**src/running_median_two_heaps_defines.svh**
```systemverilog
// ----------------------------------------------------------------------------
// running_median_two_heaps_defines
// Assertion macros for the running median block. They expand to nothing in
// synthesis.
// ----------------------------------------------------------------------------
`ifndef RUNNING_MEDIAN_TWO_HEAPS_DEFINES_SVH
`define RUNNING_MEDIAN_TWO_HEAPS_DEFINES_SVH
`ifndef SYNTHESIS
// check a property while out of reset
`define RMH_ASSERT(lbl, prop) \
  lbl: assert property (@(posedge clk) disable iff (rst) prop) \
    else $error("running median check failed");
// check a property at every edge, reset included
`define RMH_ASSERT_ALWAYS(lbl, prop) \
  lbl: assert property (@(posedge clk) prop) \
    else $error("running median reset check failed");
`else
`define RMH_ASSERT(lbl, prop)
`define RMH_ASSERT_ALWAYS(lbl, prop)
`endif
`endif

```
**src/rmh_pkg.sv**
```systemverilog
// ----------------------------------------------------------------------------
// rmh_pkg
// Types, constants and helpers shared by the running median controller,
// datapath and top level.
// ----------------------------------------------------------------------------
package rmh_pkg;

  localparam int CAPACITY   = 1024;
  localparam int HEAP_DEPTH = CAPACITY / 2 + 1;
  localparam int IDX_W      = $clog2(HEAP_DEPTH);
  localparam int COUNT_W    = 11;

  // heap selection
  localparam logic SIDE_LOWER = 1'b0;
  localparam logic SIDE_UPPER = 1'b1;

  // push phases of one sample
  localparam logic [1:0] PH_PLAIN = 2'd0;
  localparam logic [1:0] PH_MOVED = 2'd1;
  localparam logic [1:0] PH_FINAL = 2'd2;

  typedef struct packed {
    logic signed [31:0] sample;
    logic               new_stream;
  } sample_t;

  typedef struct packed {
    logic signed [31:0]  running_median;
    logic [COUNT_W-1:0]  stored_count;
    logic                dropped;
  } result_t;

  typedef enum logic [3:0] {
    S_IDLE,
    S_DECIDE,
    S_POP_TOP,
    S_POP_LOAD,
    S_POP_RD,
    S_POP_CMP,
    S_PUSH_INIT,
    S_PUSH_RD,
    S_PUSH_CMP,
    S_FIN_RD,
    S_FIN_CALC
  } state_t;

  typedef struct packed {
    logic side;
    logic load;
    logic decide;
    logic pop_top;
    logic pop_load;
    logic pop_rd;
    logic pop_cmp;
    logic push_init;
    logic push_src_t;
    logic push_rd;
    logic push_cmp;
    logic fin_rd;
    logic fin_calc;
  } cmd_t;

  typedef struct packed {
    logic full;
    logic gt;
    logic l_gt_u;
    logic u_gt_l;
    logic pop_done;
    logic push_root;
    logic push_stop;
    logic out_free;
  } status_t;

  // a must sit above b: max order for the lower heap, min order for the upper
  function automatic logic above(logic signed [31:0] a, logic signed [31:0] b,
                                 logic side);
    above = (side == SIDE_UPPER) ? (a < b) : (a > b);
  endfunction

endpackage

```
**src/rmh_ctrl.sv**
```systemverilog
// ----------------------------------------------------------------------------
// rmh_ctrl
// Sequencer for one sample: decide, optional pop and cross move, pushes,
// top read and median update.
// ----------------------------------------------------------------------------
module rmh_ctrl (
  input  logic             clk,
  input  logic             rst,
  input  logic             sample_valid,
  input  rmh_pkg::status_t status,
  output rmh_pkg::cmd_t    cmd,
  output logic             busy
);
  import rmh_pkg::*;

  state_t     state, state_next;
  logic       side, side_next;
  logic [1:0] phase, phase_next;

  // hold state, side and phase
  always_ff @(posedge clk) begin
    if (rst) begin
      state <= S_IDLE;
      side  <= SIDE_LOWER;
      phase <= PH_PLAIN;
    end else begin
      state <= state_next;
      side  <= side_next;
      phase <= phase_next;
    end
  end

  assign busy = (state != S_IDLE);

  // next state and commands
  always_comb begin
    cmd        = '0;
    cmd.side   = side;
    state_next = state;
    side_next  = side;
    phase_next = phase;
    case (state)
      S_IDLE: begin
        if (sample_valid) begin
          cmd.load   = 1'b1;
          state_next = S_DECIDE;
        end
      end
      S_DECIDE: begin
        cmd.decide = 1'b1;
        phase_next = PH_PLAIN;
        if (status.full) begin
          state_next = S_FIN_CALC;
        end else if (status.l_gt_u) begin
          if (status.gt) begin
            side_next  = SIDE_UPPER;
            state_next = S_PUSH_INIT;
          end else begin
            side_next  = SIDE_LOWER;
            state_next = S_POP_TOP;
          end
        end else if (status.u_gt_l) begin
          if (status.gt) begin
            side_next  = SIDE_UPPER;
            state_next = S_POP_TOP;
          end else begin
            side_next  = SIDE_LOWER;
            state_next = S_PUSH_INIT;
          end
        end else begin
          side_next  = status.gt ? SIDE_UPPER : SIDE_LOWER;
          state_next = S_PUSH_INIT;
        end
      end
      S_POP_TOP: begin
        cmd.pop_top = 1'b1;
        state_next  = S_POP_LOAD;
      end
      S_POP_LOAD: begin
        cmd.pop_load = 1'b1;
        state_next   = S_POP_RD;
      end
      S_POP_RD: begin
        cmd.pop_rd = 1'b1;
        state_next = S_POP_CMP;
      end
      S_POP_CMP: begin
        cmd.pop_cmp = 1'b1;
        if (status.pop_done) begin
          side_next  = ~side;
          phase_next = PH_MOVED;
          state_next = S_PUSH_INIT;
        end else begin
          state_next = S_POP_RD;
        end
      end
      S_PUSH_INIT: begin
        cmd.push_init  = 1'b1;
        cmd.push_src_t = (phase == PH_MOVED);
        state_next     = S_PUSH_RD;
      end
      S_PUSH_RD, S_PUSH_CMP: begin
        cmd.push_rd  = (state == S_PUSH_RD);
        cmd.push_cmp = (state == S_PUSH_CMP);
        if ((state == S_PUSH_RD) ? status.push_root : status.push_stop) begin
          if (phase == PH_MOVED) begin
            side_next  = ~side;
            phase_next = PH_FINAL;
            state_next = S_PUSH_INIT;
          end else begin
            state_next = S_FIN_RD;
          end
        end else begin
          state_next = (state == S_PUSH_RD) ? S_PUSH_CMP : S_PUSH_RD;
        end
      end
      S_FIN_RD: begin
        cmd.fin_rd = 1'b1;
        state_next = S_FIN_CALC;
      end
      S_FIN_CALC: begin
        if (status.out_free) begin
          cmd.fin_calc = 1'b1;
          state_next   = S_IDLE;
        end
      end
      default: begin
        state_next = S_IDLE;
      end
    endcase
  end

endmodule

```
**config.mk**
```make
export PLATFORM = sky130hd
export DESIGN_NAME = rmh_ctrl
export DESIGN_NICKNAME = d
export VERILOG_FILES = /design/src/running_median_two_heaps_defines.svh /design/src/rmh_pkg.sv /design/src/rmh_ctrl.sv
export SDC_FILE = /design/constraint.sdc
export NUM_CORES = 1
export LEC_CHECK = 0
export ABC_CLOCK_PERIOD_IN_PS = 1400
export BUFFER_PORTS_ARGS = -buffer_cell sky130_fd_sc_hd__buf_2
export CORE_MARGIN = 10
export CORE_UTILIZATION = 41
export DETAILED_ROUTE_END_ITERATION = 10
export PLACE_DENSITY = 0.75
export SKIP_LAST_GASP = 1
export SYNTH_ARGS = -nofsm -noshare
export SYNTH_HDL_FRONTEND = slang
export SYNTH_SLANG_ARGS = --single-unit
```
**constraint.sdc**
```tcl
create_clock -name clk -period 1.4 [get_ports clk]
set_clock_uncertainty 0.05 [all_clocks]
set_input_delay 0.21 -clock clk [delete_from_list [all_inputs] [get_ports clk]]
set_output_delay 0.21 -clock clk [all_outputs]
set_load 0.02 [all_outputs]
```
==> impl_metrics.py <==
metrics = {
    "finish": {
        "multi_input_area_um2": 542,
        "fillers": 66,
        "final_layout_size_suffix_gt1_frac": 0.626,
        "nets": 143,
        "antennaDiodeCount": 0,
        "syn2layout_area_growth_pct": 93.8,
        "seqCellArea_um2": 143,
        "design_area_um2": 1170,
        "stdcell_count": 146,
    },
    "logic_synthesis": {
        "syn_nets": 94,
        "ys_seq_area_frac": 0.232,
        "syn_area_um2": 604,
        "synthDistinctLibCells": 35,
        "synth_flop_cell": "dfxtp_1",
        "async_flop_share": 0,
        "syn-mean-instance-area_um2": 7.28,
        "synth_edf_count": 0,
        "netlist_instances": 83,
        "synth-seq-cells": 7,
        "yosysWarnings": 0,
    },
    "routing": {
        "wl_per_cell_um": 18.5,
        "drt_wl_total_um": 2710,
        "final_antenna_net_count": 0,
        "via_per_inst": 5.90,
        "drt_iter0_drc": 41,
        "vias": 861,
        "drc": 0,
        "drtPass1Iterations": 4,
    },
    "floorplanning": {
        "start_util": 0.448,
        "rows": 13,
        "io_pins": 25,
        "fp.coreArea_um2": 1350,
        "die-area_um2": 3410,
        "fp.dieW_um": 58.4,
        "die_h_um": 58.4,
    },
    "pwr": {
        "leakagePower_nw": 0.542,
        "peakVddDrop_v": 0.00152,
        "total_power_mw": 2.24,
        "power-per-cell-area_nw_per_um2": 1910,
    },
    "placed_design": {
        "detailed_place.area_um2": 837,
        "io_buffers": 24,
        "dp.cells": 129,
        "dpl.hpwl_um": 1510,
        "place_congestion": 0.821,
    },
    "setup_path": {
        "worstSetupPathType": "reg -> reg",
        "worstSetupEndpointType": "register",
        "worstPathArrival_ns": 1.81,
        "timing.critical_path.mode_cell": "buf_4",
        "cp-start-kind": "register",
        "critPathRequiredTime_ns": 1.54,
        "critPathMaxFanout": 3,
        "path_cells": "or4b_4 > clkinv_4 > buf_4 > buf_4 > a21o_1 > nand2_2 > a21oi_2",
        "slowest_delay_ns": 0.51,
        "crit_path_top_delay_cell": "or4b_4",
    },
    "grt": {
        "antenna_found_initial": 0,
        "grt_start_max_net_pins": 11,
        "gr-total-overflow": 0,
        "globalRouteTotalUtil": 0.147,
        "grt_pass1_vias": 829,
        "grt_pass1_wl_um": 4010,
    },
    "timing": {
        "setup_viol": 20,
        "worst_slack_ns": -0.277,
        "tightest_slew_ns": 0.510,
        "drv_slew": 0,
        "rsz0062_at_grt": "yes",
        "period_needed_ns": 1.68,
        "slew_headroom": 0.655,
        "timing.fmax_mhz": 596,
        "hold_viol": 0,
        "fin_crit_sh": 1.20,
    },
    "min_path": {
        "min-delay-path-class": "in -> reg",
    },
    "cts": {
        "clockBufferDepth": 2,
        "cts_tree": "done",
        "insertion_delay_ns": 0.25,
        "cts_made_buffers": 3,
        "cts_sinks": 7,
        "cts_htree_levels": 1,
        "clkTransAtPathRegs_ns": 0.05,
        "root_buffer": "clkbuf_4",
    },
    "run_status": {
        "violations": "setup timing",
        "outcome": "complete, but fails checks",
    },
    "run": {
        "cap_violations": 0,
    },
}
[cell usage after synthesis (all sizes together) (2+ instances only)]
cell | count | area [µm²]
a21oi | 7 | 38.8
a31oi | 3 | 18.8
nor3 | 3 | 15.0
and3b | 2 | 17.5
buf | 3 | 20.0
and3 | 2 | 12.5
inv | 5 | 18.8
nand2 | 4 | 15.0
clkbuf | 3 | 11.3
a32oi | 2 | 25.0
dfxtp | 7 | 140
o21ai | 6 | 30.0
nand3 | 4 | 20.0
nand2b | 4 | 25.0
nor2b | 3 | 18.8
nor3b | 2 | 15.0
nor2 | 8 | 30.0
[worst max-delay path, delay by kind of cell (launching register included)]
kind                   cells  cell delay, ns
buffers and inverters      3            0.27
AO/OA/AOI/OAI              2            0.29
AND/OR/NAND/NOR            2            0.61
flip-flops                 1            0.38
[sequential cells by signal (all words and copies together) (netlist names)]
name and cells:
side 1, phase 2, state 4
[path summary, 6_finish.rpt]
path,startpoint,end,slack (ns),cells past startpoint
max,state[3]$_SDFFE_PP0P_,state[2]$_SDFFE_PP0P_,-0.28,7
min,rst,state[1]$_SDFFE_PP0P_,0.15,2
max reg2reg,state[3]$_SDFFE_PP0P_,state[2]$_SDFFE_PP0P_,-0.28,7
min reg2reg,phase[1]$_SDFFE_PP0P_,phase[1]$_SDFFE_PP0P_,0.46,2
[power breakdown]
group	internal (mW)	total, mW	leakage, nW	switching (mW)
sequential	0.267	0.320	0.0579	0.0528
clock	0.104	0.182	0.0177	0.0772
combinational	0.884	1.74	0.466	0.855
total	1.26	2.24	0.542	0.985
[placed cells by master (no fill, tap or decap), drive strengths merged, types with 2 or more instances in the layout]
master  count
a21oi       7
a31oi       3
a32oi       2
and3        2
and3b       2
buf        50
clkbuf      3
clkinv      2
dfxtp       7
inv         5
nand2       4
nand2b      4
nand3       4
nor2        8
nor2b       3
nor3        3
nor3b       2
o21ai       6
[per-stage QoR]
| step | setup WS [ns] | TNS, ns | hold WS (ns) | util |
|---|---|---|---|---|
| finish | -0.277 | -3.42 | 0.149 | 0.867 |
| global route | -0.322 | -4.68 | 0.131 | 0.867 |
| CTS | -0.248 | -3.19 | 0.130 | 0.846 |
| detailed placement | -0.154 | -0.666 | 0.402 | 0.620 |
| global placement | -0.121 | -0.462 | 0.395 | 0.620 |
| floorplan | -0.176 | -0.639 | 0.229 | - |
[timing repair]
action | 4_1_cts | 5_1_grt
setup endpoints to repair | 20 | 20
buffers inserted | 12 | 1
gates cloned | 0 | 1
pin swaps | 12 | 5
hold buffers | 0 | 0
gates resized for setup | 52 | 7
[cell families after synthesis]
logic type,after synthesis,share of synthesized area
and+or+nand+nor,38,0.377
AOI/OAI and AO/OA,26,0.300
buffers and inverters,12,0.0911
DFF,7,0.232
[area by class of cell]
type | count | area share
clock buffers | 3 | 0.0192
clock inverters | 1 | 0.00427
flip-flops and latches | 7 | 0.122
repair buffers | 50 | 0.353
well taps | 15 | 0.0160
inverters | 6 | 0.0235
multi-input cells | 64 | 0.463
[metal layers]
layer	up-vias	wire length [µm]	GRT usage	part of all wire
met5	-	0	0	0
met4	0	50	0.0268	0.018
met3	6	287	0.0687	0.11
met2	53	1260	0.249	0.46
met1	402	1110	0.165	0.41
li1	400	-	-	-
(Power assumes the default switching activity.)
